==> config.mk <==
export PLATFORM = sky130hd
export DESIGN_NAME = edge_normalized_moving_average_top
export DESIGN_NICKNAME = d
export VERILOG_FILES = /design/src/sv/enma_pkg.sv /design/src/sv/enma_front.sv /design/src/sv/enma_queue.sv /design/src/sv/enma_back.sv /design/src/sv/edge_normalized_moving_average_top.sv
export SDC_FILE = /design/constraint.sdc
export NUM_CORES = 2
export LEC_CHECK = 0
export BUFFER_PORTS_ARGS = -buffer_cell sky130_fd_sc_hd__buf_2
export CAP_MARGIN = 40
export CELL_PAD_IN_SITES_DETAIL_PLACEMENT = 1
export CELL_PAD_IN_SITES_GLOBAL_PLACEMENT = 2
export CORE_ASPECT_RATIO = 0.75
export CORE_UTILIZATION = 40
export CTS_BUF_LIST = sky130_fd_sc_hd__clkbuf_2 sky130_fd_sc_hd__clkbuf_4 sky130_fd_sc_hd__clkbuf_8
export DETAILED_ROUTE_END_ITERATION = 12
export HOLD_SLACK_MARGIN = 0.08
export PLACE_DENSITY_LB_ADDON = 0.1
export SETUP_SLACK_MARGIN = 0.4
export SLEW_MARGIN = 30
export SYNTH_ARGS = -nofsm -noshare
export SYNTH_HDL_FRONTEND = slang
export SYNTH_SLANG_ARGS = --single-unit
==> constraint.sdc <==
create_clock -name i_clk -period 7.25 [get_ports i_clk]
set_input_delay 1.0875 -clock i_clk [delete_from_list [all_inputs] [get_ports i_clk]]
set_output_delay 1.0875 -clock i_clk [all_outputs]
set_load 0.005 [all_outputs]
==> src/sv/enma_pkg.sv <==
`timescale 1ns / 1ps
// ----------------------------------------------------------------------------
// enma_pkg
// Shared constants for the centered moving-average smoother.
// ----------------------------------------------------------------------------
package enma_pkg;

    localparam int CHANNELS_DEF   = 4;
    localparam int MAX_WINDOW_DEF = 32;
    localparam int SAMPLE_W       = 16;
    localparam int CHAN_W         = 2;
    localparam int CFG_W          = 6;
    localparam int QUEUE_DEPTH    = 4;

endpackage

==> src/sv/enma_front.sv <==
`timescale 1ns / 1ps
// ----------------------------------------------------------------------------
// enma_front
// Accepts samples, keeps per-channel history and window sums, and emits
// (sum, count) jobs for each result into the job queue.
// ----------------------------------------------------------------------------
module enma_front
    import enma_pkg::*;
#(
    parameter int CHANNELS   = CHANNELS_DEF,
    parameter int MAX_WINDOW = MAX_WINDOW_DEF,
    parameter int TOT_W      = SAMPLE_W + $clog2(MAX_WINDOW + 1),
    parameter int CNT_W      = $clog2(MAX_WINDOW + 1)
) (
    input  logic                       i_clk,
    input  logic                       i_rst_n,
    input  logic                       i_valid,
    output logic                       o_stall,
    input  logic signed [SAMPLE_W-1:0] i_sample,
    input  logic [CHAN_W-1:0]          i_channel,
    input  logic                       i_end_of_sequence,
    input  logic                       i_cfg_valid,
    input  logic [CFG_W-1:0]           i_cfg_data,
    output logic                       o_push,
    output logic [TOT_W-1:0]           o_job_sum,
    output logic [CNT_W-1:0]           o_job_count,
    output logic [CHAN_W-1:0]          o_job_channel,
    output logic                       o_job_last,
    input  logic                       i_full
);

    localparam int SLOT_W   = (MAX_WINDOW > 1) ? $clog2(MAX_WINDOW) : 1;
    localparam int CI_W     = (CHANNELS > 1) ? $clog2(CHANNELS) : 1;
    localparam int DEPTH    = CHANNELS * MAX_WINDOW;
    localparam int ADDR_W   = (DEPTH > 1) ? $clog2(DEPTH) : 1;
    localparam int SW2      = CNT_W + 1;

    typedef enum logic [2:0] {S_IDLE, S_OLD_RD, S_UPD, S_LOOP, S_SUB} t_state;

    t_state                   r_state;
    logic signed [TOT_W-1:0]  r_total [CHANNELS];
    logic [SLOT_W-1:0]        r_slot  [CHANNELS];
    logic [CNT_W-1:0]         r_seen  [CHANNELS];
    logic [CNT_W-1:0]         r_w;
    logic signed [SAMPLE_W-1:0] r_x;
    logic [CHAN_W-1:0]        r_ch;
    logic                     r_eos;
    logic signed [TOT_W-1:0]  r_tot;
    logic [CNT_W-1:0]         r_cnt;
    logic [CNT_W-1:0]         r_seen_w;
    logic [SLOT_W-1:0]        r_cur;
    logic [CNT_W-1:0]         r_d;
    logic [CNT_W-1:0]         r_last;

    logic signed [SAMPLE_W-1:0] mem [DEPTH];
    logic signed [SAMPLE_W-1:0] r_rdata;

    logic [CI_W-1:0]          ci;
    logic [CNT_W-1:0]         h, lag;
    logic [SLOT_W-1:0]        cur;
    logic [CNT_W-1:0]         seen_old, seen_new, cnt_new, first;
    logic signed [TOT_W-1:0]  old_sub, tot_new;
    logic                     skip;
    logic [SW2-1:0]           target;
    logic                     trim;
    logic [SLOT_W-1:0]        rd_slot;
    logic [ADDR_W-1:0]        base, raddr, waddr;
    logic                     we;

    function automatic logic [SLOT_W-1:0] slot_back(input logic [SLOT_W-1:0] c,
                                                    input logic [CNT_W-1:0] b);
        logic [SW2-1:0] t;
        t = SW2'(c) + SW2'(MAX_WINDOW) - SW2'(b);
        if (t >= SW2'(MAX_WINDOW)) begin
            t = t - SW2'(MAX_WINDOW);
        end
        return SLOT_W'(t);
    endfunction

    assign ci       = CI_W'(r_ch);
    assign h        = r_w >> 1;
    assign lag      = r_w - CNT_W'(1) - h;
    assign cur      = r_slot[ci];
    assign seen_old = r_seen[ci];
    assign old_sub  = (seen_old >= r_w) ? TOT_W'(r_rdata) : '0;
    assign tot_new  = r_total[ci] - old_sub + TOT_W'(r_x);
    assign seen_new = (seen_old == CNT_W'(MAX_WINDOW)) ? seen_old : seen_old + CNT_W'(1);
    assign cnt_new  = (seen_new < r_w) ? seen_new : r_w;
    assign first    = (lag < seen_new) ? lag : seen_new - CNT_W'(1);
    assign skip     = !r_eos && (lag >= seen_new);

    assign target = ((SW2'(r_d) + SW2'(h) + SW2'(1)) < SW2'(r_seen_w))
                  ? (SW2'(r_d) + SW2'(h) + SW2'(1)) : SW2'(r_seen_w);
    assign trim   = SW2'(r_cnt) > target;

    assign base    = ADDR_W'(ci) * ADDR_W'(MAX_WINDOW);
    assign rd_slot = (r_state == S_LOOP) ? slot_back(r_cur, r_cnt - CNT_W'(1))
                                         : slot_back(cur, r_w);
    assign raddr   = base + ADDR_W'(rd_slot);
    assign waddr   = base + ADDR_W'(cur);
    assign we      = (r_state == S_UPD);

    assign o_stall       = (r_state != S_IDLE);
    assign o_push        = (r_state == S_LOOP) && !trim && !i_full;
    assign o_job_sum     = r_tot;
    assign o_job_count   = r_cnt;
    assign o_job_channel = r_ch;
    assign o_job_last    = r_eos && (r_d == '0);

    always_ff @(posedge i_clk) begin
        if (we) begin
            mem[waddr] <= r_x;
        end
        r_rdata <= mem[raddr];
    end

    always_ff @(posedge i_clk) begin
        if (!i_rst_n) begin
            r_state <= S_IDLE;
            r_w     <= CNT_W'(1);
            for (int c = 0; c < CHANNELS; c++) begin
                r_total[c] <= '0;
                r_slot[c]  <= '0;
                r_seen[c]  <= '0;
            end
        end else begin
            if (i_cfg_valid) begin
                if (i_cfg_data == '0) begin
                    r_w <= CNT_W'(1);
                end else if (int'(i_cfg_data) > MAX_WINDOW) begin
                    r_w <= CNT_W'(MAX_WINDOW);
                end else begin
                    r_w <= CNT_W'(i_cfg_data);
                end
                for (int c = 0; c < CHANNELS; c++) begin
                    r_total[c] <= '0;
                    r_slot[c]  <= '0;
                    r_seen[c]  <= '0;
                end
            end
            unique case (r_state)
                S_IDLE: begin
                    r_x   <= i_sample;
                    r_ch  <= i_channel;
                    r_eos <= i_end_of_sequence;
                    if (i_valid && (int'(i_channel) < CHANNELS)) begin
                        r_state <= S_OLD_RD;
                    end
                end
                S_OLD_RD: begin
                    r_state <= S_UPD;
                end
                S_UPD: begin
                    r_tot    <= tot_new;
                    r_cnt    <= cnt_new;
                    r_seen_w <= seen_new;
                    r_cur    <= cur;
                    r_d      <= first;
                    r_last   <= r_eos ? '0 : lag;
                    if (r_eos) begin
                        r_total[ci] <= '0;
                        r_slot[ci]  <= '0;
                        r_seen[ci]  <= '0;
                    end else begin
                        r_total[ci] <= tot_new;
                        r_slot[ci]  <= (cur == SLOT_W'(MAX_WINDOW - 1)) ? '0
                                                                        : cur + SLOT_W'(1);
                        r_seen[ci]  <= seen_new;
                    end
                    r_state <= skip ? S_IDLE : S_LOOP;
                end
                S_LOOP: begin
                    if (trim) begin
                        r_state <= S_SUB;
                    end else if (!i_full) begin
                        if (r_d == r_last) begin
                            r_state <= S_IDLE;
                        end else begin
                            r_d <= r_d - CNT_W'(1);
                        end
                    end
                end
                S_SUB: begin
                    r_tot   <= r_tot - TOT_W'(r_rdata);
                    r_cnt   <= r_cnt - CNT_W'(1);
                    r_state <= S_LOOP;
                end
                default: r_state <= S_IDLE;
            endcase
        end
    end

endmodule

==> src/sv/enma_queue.sv <==
`timescale 1ns / 1ps
// ----------------------------------------------------------------------------
// enma_queue
// Small FIFO of pending division jobs between front and back.
// ----------------------------------------------------------------------------
module enma_queue
    import enma_pkg::*;
#(
    parameter int WIDTH = 8
) (
    input  logic             i_clk,
    input  logic             i_rst_n,
    input  logic             i_push,
    input  logic [WIDTH-1:0] i_data,
    output logic             o_full,
    input  logic             i_pop,
    output logic [WIDTH-1:0] o_data,
    output logic             o_empty
);

    localparam int PTR_W = $clog2(QUEUE_DEPTH);

    logic [WIDTH-1:0] r_mem [QUEUE_DEPTH];
    logic [PTR_W-1:0] r_wp, r_rp;
    logic [PTR_W:0]   r_cnt;

    assign o_full  = (r_cnt == (PTR_W+1)'(QUEUE_DEPTH));
    assign o_empty = (r_cnt == '0);
    assign o_data  = r_mem[r_rp];

    always_ff @(posedge i_clk) begin
        if (i_push) begin
            r_mem[r_wp] <= i_data;
        end
    end

    always_ff @(posedge i_clk) begin
        if (!i_rst_n) begin
            r_wp  <= '0;
            r_rp  <= '0;
            r_cnt <= '0;
        end else begin
            if (i_push) begin
                r_wp <= r_wp + PTR_W'(1);
            end
            if (i_pop) begin
                r_rp <= r_rp + PTR_W'(1);
            end
            r_cnt <= r_cnt + (PTR_W+1)'(i_push) - (PTR_W+1)'(i_pop);
        end
    end

endmodule

==> src/sv/enma_back.sv <==
`timescale 1ns / 1ps
// ----------------------------------------------------------------------------
// enma_back
// Bit-serial restoring divider: rounded sum/count, ties away from zero,
// with a registered output beat.
// ----------------------------------------------------------------------------
module enma_back
    import enma_pkg::*;
#(
    parameter int TOT_W = 22,
    parameter int CNT_W = 6
) (
    input  logic                       i_clk,
    input  logic                       i_rst_n,
    input  logic                       i_empty,
    output logic                       o_pop,
    input  logic [TOT_W-1:0]           i_sum,
    input  logic [CNT_W-1:0]           i_count,
    input  logic [CHAN_W-1:0]          i_channel,
    input  logic                       i_last,
    output logic                       o_valid,
    input  logic                       i_stall,
    output logic signed [SAMPLE_W-1:0] o_smoothed,
    output logic [CHAN_W-1:0]          o_out_channel,
    output logic                       o_last_of_sequence
);

    localparam int BIT_W = $clog2(TOT_W);

    typedef enum logic [1:0] {S_IDLE, S_DIV, S_HOLD} t_state;

    t_state             r_state;
    logic [TOT_W-1:0]   r_num;
    logic [CNT_W-1:0]   r_den;
    logic [CNT_W-1:0]   r_rem;
    logic [BIT_W-1:0]   r_bits;
    logic               r_neg;

    logic [TOT_W-1:0]   mag;
    logic [CNT_W:0]     rem_sh;
    logic               ge;
    logic [TOT_W-1:0]   q;

    assign mag    = i_sum[TOT_W-1] ? (TOT_W'(0) - i_sum) : i_sum;
    assign rem_sh = {r_rem, r_num[TOT_W-1]};
    assign ge     = rem_sh >= {1'b0, r_den};
    assign q      = {r_num[TOT_W-2:0], ge};
    assign o_pop  = (r_state == S_IDLE) && !i_empty;
    assign o_valid = (r_state == S_HOLD);

    always_ff @(posedge i_clk) begin
        if (!i_rst_n) begin
            r_state <= S_IDLE;
        end else begin
            unique case (r_state)
                S_IDLE: begin
                    r_num  <= mag + TOT_W'(i_count >> 1);
                    r_den  <= i_count;
                    r_rem  <= '0;
                    r_bits <= BIT_W'(TOT_W - 1);
                    r_neg  <= i_sum[TOT_W-1];
                    o_out_channel      <= i_channel;
                    o_last_of_sequence <= i_last;
                    if (!i_empty) begin
                        r_state <= S_DIV;
                    end
                end
                S_DIV: begin
                    r_rem <= ge ? CNT_W'(rem_sh - {1'b0, r_den}) : rem_sh[CNT_W-1:0];
                    r_num <= q;
                    r_bits <= r_bits - BIT_W'(1);
                    if (r_bits == '0) begin
                        o_smoothed <= r_neg ? (SAMPLE_W'(0) - q[SAMPLE_W-1:0])
                                            : q[SAMPLE_W-1:0];
                        r_state <= S_HOLD;
                    end
                end
                S_HOLD: begin
                    if (!i_stall) begin
                        r_state <= S_IDLE;
                    end
                end
                default: r_state <= S_IDLE;
            endcase
        end
    end

endmodule

==> src/sv/edge_normalized_moving_average_top.sv <==
`timescale 1ns / 1ps
// ----------------------------------------------------------------------------
// edge_normalized_moving_average_top
// Centered moving average over interleaved channels, edge-normalized.
// ----------------------------------------------------------------------------
// Input beats (i_valid/o_stall) carry one sample with its channel and an
// end-of-sequence flag; output beats (o_valid/i_stall) carry one smoothed
// value. The window length is written on the config port (always ready) and
// clears all channel state; write it only while the block is idle.
// The front works on one beat at a time and stalls until it is done, which
// covers trimming tail samples and queueing each result; it also stays
// stalled while the 4-entry job queue is full. The back pops one job, runs
// it through the bit-serial divider and holds the result on the output; it
// pops no new job until that result is taken. Results of a sample appear
// w-1-w/2 samples later; an end-of-sequence beat flushes all pending
// results of its channel.
// A stalled output holds its beat; the divider waits, the front keeps
// accepting until the queue fills. Reset is synchronous: job queue empty,
// window length 1, all channels empty. Samples on channels at or above
// CHANNELS are dropped.
// ----------------------------------------------------------------------------
module edge_normalized_moving_average_top
    import enma_pkg::*;
#(
    parameter int CHANNELS   = CHANNELS_DEF,
    parameter int MAX_WINDOW = MAX_WINDOW_DEF
) (
    input  logic                       i_clk,
    input  logic                       i_rst_n,
    input  logic                       i_valid,
    output logic                       o_stall,
    input  logic signed [SAMPLE_W-1:0] i_sample,
    input  logic [CHAN_W-1:0]          i_channel,
    input  logic                       i_end_of_sequence,
    output logic                       o_valid,
    input  logic                       i_stall,
    output logic signed [SAMPLE_W-1:0] o_smoothed,
    output logic [CHAN_W-1:0]          o_out_channel,
    output logic                       o_last_of_sequence,
    input  logic                       i_cfg_valid,
    output logic                       o_cfg_ready,
    input  logic [CFG_W-1:0]           i_window_length
);

    localparam int TOT_W = SAMPLE_W + $clog2(MAX_WINDOW + 1);
    localparam int CNT_W = $clog2(MAX_WINDOW + 1);
    localparam int JOB_W = TOT_W + CNT_W + CHAN_W + 1;

    logic               push, full, pop, empty;
    logic [TOT_W-1:0]   f_sum, b_sum;
    logic [CNT_W-1:0]   f_cnt, b_cnt;
    logic [CHAN_W-1:0]  f_ch, b_ch;
    logic               f_last, b_last;

    assign o_cfg_ready = 1'b1;

    enma_front #(
        .CHANNELS   (CHANNELS),
        .MAX_WINDOW (MAX_WINDOW),
        .TOT_W      (TOT_W),
        .CNT_W      (CNT_W)
    ) u_front (
        .i_clk             (i_clk),
        .i_rst_n           (i_rst_n),
        .i_valid           (i_valid),
        .o_stall           (o_stall),
        .i_sample          (i_sample),
        .i_channel         (i_channel),
        .i_end_of_sequence (i_end_of_sequence),
        .i_cfg_valid       (i_cfg_valid),
        .i_cfg_data        (i_window_length),
        .o_push            (push),
        .o_job_sum         (f_sum),
        .o_job_count       (f_cnt),
        .o_job_channel     (f_ch),
        .o_job_last        (f_last),
        .i_full            (full)
    );

    enma_queue #(
        .WIDTH (JOB_W)
    ) u_queue (
        .i_clk   (i_clk),
        .i_rst_n (i_rst_n),
        .i_push  (push),
        .i_data  ({f_sum, f_cnt, f_ch, f_last}),
        .o_full  (full),
        .i_pop   (pop),
        .o_data  ({b_sum, b_cnt, b_ch, b_last}),
        .o_empty (empty)
    );

    enma_back #(
        .TOT_W (TOT_W),
        .CNT_W (CNT_W)
    ) u_back (
        .i_clk              (i_clk),
        .i_rst_n            (i_rst_n),
        .i_empty            (empty),
        .o_pop              (pop),
        .i_sum              (b_sum),
        .i_count            (b_cnt),
        .i_channel          (b_ch),
        .i_last             (b_last),
        .o_valid            (o_valid),
        .i_stall            (i_stall),
        .o_smoothed         (o_smoothed),
        .o_out_channel      (o_out_channel),
        .o_last_of_sequence (o_last_of_sequence)
    );

endmodule

-- After elaboration in Yosys (flattened, before gate mapping)
Memory sizes are Yosys's and may differ from the RTL's. A register that Yosys moved wholly into a read port is not among the register bits.
Cells that the tools add are included.
- memories kept: 5
- bits in registers: 147
- word-level logic and storage cells: 198
- RAM bits: 2304
- output and inout bits: 22
- add/sub/neg operators: 29
- mux-type cells: 69
- magnitude comparators: 10
- reductions and logical operators: 28
- bitwise gates (word level): 15
- equality and inequality tests: 19
- memories (name ; words ; bits a word ; read ports ; clocked after Yosys merged registers in ; write ports ; RTL line ; RTL):
    u_front.mem ; 128 ; 16 ; 1 ; 1 ; 1 ; enma_front.sv:55 ; logic signed [SAMPLE_W-1:0] mem [DEPTH];
    u_queue.r_mem ; 4 ; 31 ; 1 ; 1 ; 1 ; enma_queue.sv:23 ; logic [WIDTH-1:0] r_mem [QUEUE_DEPTH];
    u_front.r_total ; 4 ; 22 ; 1 ; 1 ; 5 ; enma_front.sv:41 ; logic signed [TOT_W-1:0] r_total [CHANNELS];
    u_front.r_seen ; 4 ; 6 ; 1 ; 1 ; 5 ; enma_front.sv:43 ; logic [CNT_W-1:0] r_seen [CHANNELS];
    u_front.r_slot ; 4 ; 5 ; 1 ; 1 ; 5 ; enma_front.sv:42 ; logic [SLOT_W-1:0] r_slot [CHANNELS];
- operators by type and width (kind ; number):
    two-way mux 22 bit ; 7
    one-hot mux 22 bit (2 select lines) ; 2
    two-way mux 6 bit ; 14
    two-way mux 5 bit ; 9
    one-hot mux 6 bit (2 select lines) ; 3
    subtractor 6 x 1 -> 6 bit, second input constant ; 4
    adder 22 x 16 -> 22 bit ; 1
    adder 22 x 5 -> 22 bit ; 1
    subtractor 1 x 22 -> 22 bit, first input constant ; 1
    subtractor 22 x 16 -> 22 bit ; 1
    subtractor 22 bit ; 1
    two-way mux 2 bit ; 9
    two-way mux 1 bit ; 16
    two-way mux 16 bit ; 1
    subtractor 1 x 16 -> 16 bit, first input constant ; 1
    bitwise OR 1 bit ; 15
    one-hot mux 3 bit (5 select lines) ; 1
    subtractor 5 x 1 -> 5 bit, second input constant ; 3
    adder 5 x 6 -> 7 bit, second input constant ; 2
    adder 7 x 5 -> 7 bit ; 2
    greater-or-equal comparator 7 x 6 -> 1 bit, second input constant ; 2
    subtractor 7 x 6 -> 7 bit ; 2
    greater-or-equal comparator 6 bit ; 2
    zero test 6 bit ; 2
    40 further kinds ; 68

-- Logic depth before layout (Yosys ltp)
- depth in word-level cells: 10
- mapped depth: 27
- gate-level depth less buffers: 27

-- Modules after synthesis
From an unflattened synthesis, not the netlist that was laid out.
- cells, all modules: 6028
- area, all modules: 102089.2 um2
- by module, submodules not included (module ; instances ; area an instance (um2) ; cells an instance ; sequential area each (um2)):
    enma_front ; 1 ; 93174.4 ; 5423 ; 68105.3
    enma_queue ; 1 ; 4917.2 ; 204 ; 3903.7
    enma_back ; 1 ; 3986.3 ; 399 ; 1811.7
    edge_normalized_moving_average_top ; 1 ; 11.3 ; 2 ; 0.0

-- Worst setup path before layout
No wires, ideal clock.
- path type: reg-to-reg
- from: register u_front.r_w[1]
- to: memory u_queue.r_mem[0][0] in the netlist's numbering (enable)
- period minus slack after synthesis: 6.019 ns
- data required time: 6.859 ns
- cell stages (with the launch flop): 22
- slack: 1.231 ns
- arrival time: 5.628 ns
- buffers on the path: 0
- library setup time: 0.391 ns
- path through: dfxtp_1 > inv_1 > ha_1 > fa_1 > inv_1 > ha_1 > a21o_1 > a21oi_1 > nor2b_1 > o21ai_0 > nand2b_1 > a221oi_1 > mux2i_1 > ha_1 > nor2b_1 > o21a_1 > o21a_1 > o21a_1 > o21a_1 > o32a_1 > nor3_1 > and2_1
- cells in the longest elaborated chain, start to end: 10
- RTL lines (what ; RTL line ; RTL):
    start, declared ; enma_front.sv:44 ; logic [CNT_W-1:0] r_w;
    start signal, assigned ; enma_front.sv:131 ; r_w <= CNT_W'(MAX_WINDOW);
    start signal, assigned ; enma_front.sv:133 ; r_w <= CNT_W'(i_cfg_data);
    adder 6 x 5 -> 7 bit * ; enma_front.sv:92, enma_front.sv:93 ;
    adder 7 x 1 -> 7 bit * ; enma_front.sv:92, enma_front.sv:93 ;
    less-than comparator 7 x 6 -> 1 bit ; enma_front.sv:92 ; assign target = ((SW2'(r_d) + SW2'(h) + SW2'(1)) < SW2'(r_seen_w))
    two-way mux 7 bit * ; enma_front.sv:93 ; ? (SW2'(r_d) + SW2'(h) + SW2'(1)) : SW2'(r_seen_w);
    greater-than comparator 6 x 7 -> 1 bit * ; enma_front.sv:94 ; assign trim = SW2'(r_cnt) > target;
    zero test 1 bit * ; enma_front.sv:104 ; assign o_push = (r_state == S_LOOP) && !trim && !i_full;
    logical AND 1 bit * (2 in a row) ; enma_front.sv:104 ;
    net push ; edge_normalized_moving_average_top.sv:49 ; logic push, full, pop, empty;
    two-way mux 1 bit * ; enma_queue.sv:32 ; if (i_push) begin
    two-way mux 1 bit (implied by the code) * ; enma_queue.sv:33 ; r_mem[r_wp] <= i_data;
    end, declared ; enma_queue.sv:23 ;
Mark *: on every way through the listed nets, which the timed path passes. The rest lies on a longest branch.

==> impl_metrics.json <==
{
  "status": "finished, final reports clean",
  "die_area_um2": 254000,
  "max_freq_mhz": 157,
  "whs_path_depth": 1,
  "die_y_um": 437,
  "start_kind": "register",
  "crit_required_ns": 8.00,
  "intPower_mw": 29.0,
  "grt_pass1_wl_um": 415000,
  "min_to": "u_front.r_x[11]",
  "setup_viol": 0,
  "final_cell_mix": "edfxtp_1, mux4_2, clkbuf_8, nand2_1, nor2_1",
  "grt_max_degree": 130,
  "multi_input_area_um2": 25500,
  "grt-ovfl-total": 0,
  "synthCells": 5367,
  "htreeDepth": 5,
  "synth-edff-count": 2433,
  "clk_latency_ns": 1.02,
  "critPathCaptureType": "register",
  "yosysUniqueCellTypes": 81,
  "drtIter0Drc": 5694,
  "place_ws_ns": 0.797,
  "fin_nets": 6071,
  "ctsHoldBuffers": 0,
  "synth.top_cell.area_share": 0.725,
  "initial_core_util": 0.403,
  "maxSlewViolCount": 0,
  "synth_flop_cell": "edfxtp_1",
  "synth_area_leaders": "edfxtp_1, mux4_2, mux2i_1",
  "p_sw_mw": 16.9,
  "p_per_area_nw_per_um2": 399,
  "pwr-share-seq": 0.373,
  "yosysWarningCount": 0,
  "seq_area_frac_synth": 0.732,
  "areaGrowthSynthToFinish_pct": 14.0,
  "vias": 53200,
  "min_period_ns": 6.37,
  "drive_above_1_share": 0.259,
  "r2r_slack_ns": 0.88,
  "synthArstFlopShare": 0,
  "worst_slack_ns": 0.881,
  "cts_tree": "done",
  "drc": 0,
  "cts_setup_buffers": 0,
  "hpwl_um": 188000,
  "power.share.combinational": 0.368,
  "wl_per_cell_um": 30.9,
  "critPathMaxFanout": 16,
  "rsz0062_at_grt": "false",
  "netlist_area_um2": 101000,
  "hp-start": "i_sample[11]",
  "maxCapViolations": 0,
  "totalWireLength_um": 294000,
  "io_pins": 52,
  "routabilityCongestion": 0.799,
  "fin_crit_sh": 0.878,
  "clk_path_buf_depth": 4,
  "antenna_found_initial": 34,
  "power.switching_fraction": 0.368,
  "ir_worst_vdd_mv": 0.258,
  "crit_arrival_ns": 7.12,
  "cts_root_buf": "clkbuf_8",
  "holdWs_ns": 0.265,
  "power_leakage_nw": 38.4,
  "mostFrequentLayoutCell": "edfxtp_1",
  "post_cts_resized": 0,
  "worstSetupPathType": "reg -> reg",
  "die_x_um": 582,
  "tns_ns": 0,
  "regArea_um2": 73800,
  "syn_nets": 5542,
  "fillers": 23500,
  "std_cell_rows": 159,
  "syn_area_per_cell_um2": 18.8,
  "ant_nets": 0,
  "max_slew_margin": 0.327,
  "numPortBuffers": 50,
  "grt_pass1_vias": 54600,
  "pwr-share-clk": 0.259,
  "grt_util_all_layers": 0.230,
  "hold_viol": 0,
  "cts_made_buffers": 397,
  "hp-class": "in -> reg",
  "core-area_um2": 250000,
  "clkSinkCount": 2471,
  "max_slew.worst_pin.slew_ns": 1.01,
  "clk_pin_slew_ns": 0.07,
  "ys_ff_latch": 2471,
  "synth_top_area_cell": "edfxtp_1",
  "routed_via_density": 5.59,
  "ff2ff_path_depth": 24,
  "reg2reg_to": "u_front.o_job_sum[18]",
  "first_pass_iters": 5,
  "finalClockSkew_ns": 0.0550
}
[area by class of cell]
type	instances	share of cell area
antenna	9	0.000196
clock buffer	535	0.0575
clock inverter	173	0.00879
inverter	146	0.00477
multi-input combinational	2506	0.222
sequential	2471	0.642
tap	3300	0.0359
timing repair buffer	374	0.0289
[synthesized netlist by cell type, types with 5 or more instances]
master / instances
clkbuf_1: 100
nor2_1: 368
o31ai_1: 15
or3_1: 15
inv_1: 143
nand4_1: 32
and2_1: 27
nand3_1: 111
nor2b_1: 22
xnor2_1: 87
nand2b_1: 18
o21bai_1: 7
mux4_2: 570
mux4_1: 6
o211ai_1: 7
nor4_1: 13
a21oi_1: 104
buf_1: 29
buf_2: 74
o21a_1: 17
o21ai_0: 74
o221ai_1: 9
nand2_1: 401
and3_1: 18
edfxtp_1: 2433
a221oi_1: 15
fa_1: 29
nor3b_1: 6
dfxtp_1: 38
ha_1: 116
a31oi_1: 18
mux2i_1: 168
a21o_1: 29
nor3_1: 27
or4_1: 12
or2_2: 5
xor2_1: 43
mux2_2: 10
buf_4: 38
a311oi_1: 7
o22ai_1: 29
a211oi_1: 11
[how the worst max path moves through the flow]
stage                    from                     to  slack, ns
5_1_grt              register  u_front.o_job_sum[18]       0.46
4_1_cts              register  u_front.o_job_sum[19]       0.80
2_1_floorplan  u_front.r_w[1]    u_queue.r_mem[0][0]       1.23
3_5_place_dp         register  u_front.o_job_sum[19]       0.80
3_3_place_gp         register  u_front.o_job_sum[21]       0.67
6_report             register  u_front.o_job_sum[18]       0.88
[power groups by stage]
| stage | logic, mW | registers (mW) | clock network, mW |
|---|---|---|---|
| after detailed placement | 16.9 | 17.4 | 0 |
| after global routing | 18.0 | 17.2 | 12.7 |
| final | 16.9 | 17.1 | 11.9 |
| after global placement | 16.6 | 17.4 | 0 |
| after floorplan | 9.76 | 17.5 | 0 |
| after CTS | 17.0 | 17.1 | 12.2 |
[metal layers]
metal  global-route usage  wire [um]
met5                    0         60
met4               0.0486       5530
met3               0.0511      20900
met2                0.328     126000
met1                0.357     142000
[kinds of logic (layout without fill, tap and decap cells)]
family          count (synthesis)  count (layout)  share of synthesized area
compound gates                376             376                     0.0237
mux                           755             755                      0.147
buf+inv                       390            1228                     0.0171
other cells                     1              10                  0.0000372
fa+ha+maj                     145             145                     0.0202
xor+xnor                      133             133                     0.0120
simple gates                 1096            1096                     0.0482
flops                        2471            2471                      0.732
[state kept, by name, indices dropped and copies added (netlist names), 16 cells and up, named ones only]
name	cells
u_front.r_slot	20
u_back.o_smoothed	16
u_front.r_total	88
u_front.r_seen	24
u_queue.r_mem	124
u_front.r_x	16
u_front.r_rdata	16
u_front.o_job_sum	22
u_back.r_num	22
u_front.mem	2048
[stage by stage]
step | total power [mW] | utilization | area (um2) | cells
after floorplan | 27.2 | - | 101000 | 5367
after global placement | 34.0 | 0.426 | 107000 | 8757
after detailed placement | 34.3 | 0.428 | 107000 | 8788
after CTS | 46.3 | 0.458 | 115000 | 9496
after global routing | 47.9 | 0.459 | 115000 | 9506
final | 45.9 | 0.459 | 115000 | 9514
[critical path, cell delays in order, from the launching register on]
cell and delay, ns:
dfxtp_2 0.62, mux4_2 0.62, inv_1 0.14, ha_1 0.24
nand2b_1 0.14, a21o_1 0.18, a21o_1 0.17, a21o_1 0.17
a21o_1 0.17, a21oi_1 0.14, buf_4 0.28, nor2b_1 0.08
ha_1 0.28, inv_1 0.04, ha_1 0.22, fa_1 0.47
a21o_1 0.18, a21oi_1 0.21, nand2b_1 0.19, a211oi_1 0.12
o31a_1 0.35, a31oi_1 0.36, o21ai_0 0.16, xnor2_1 0.46
mux2i_1 0.13
No activity file was read; power rests on OpenSTA's default activity.
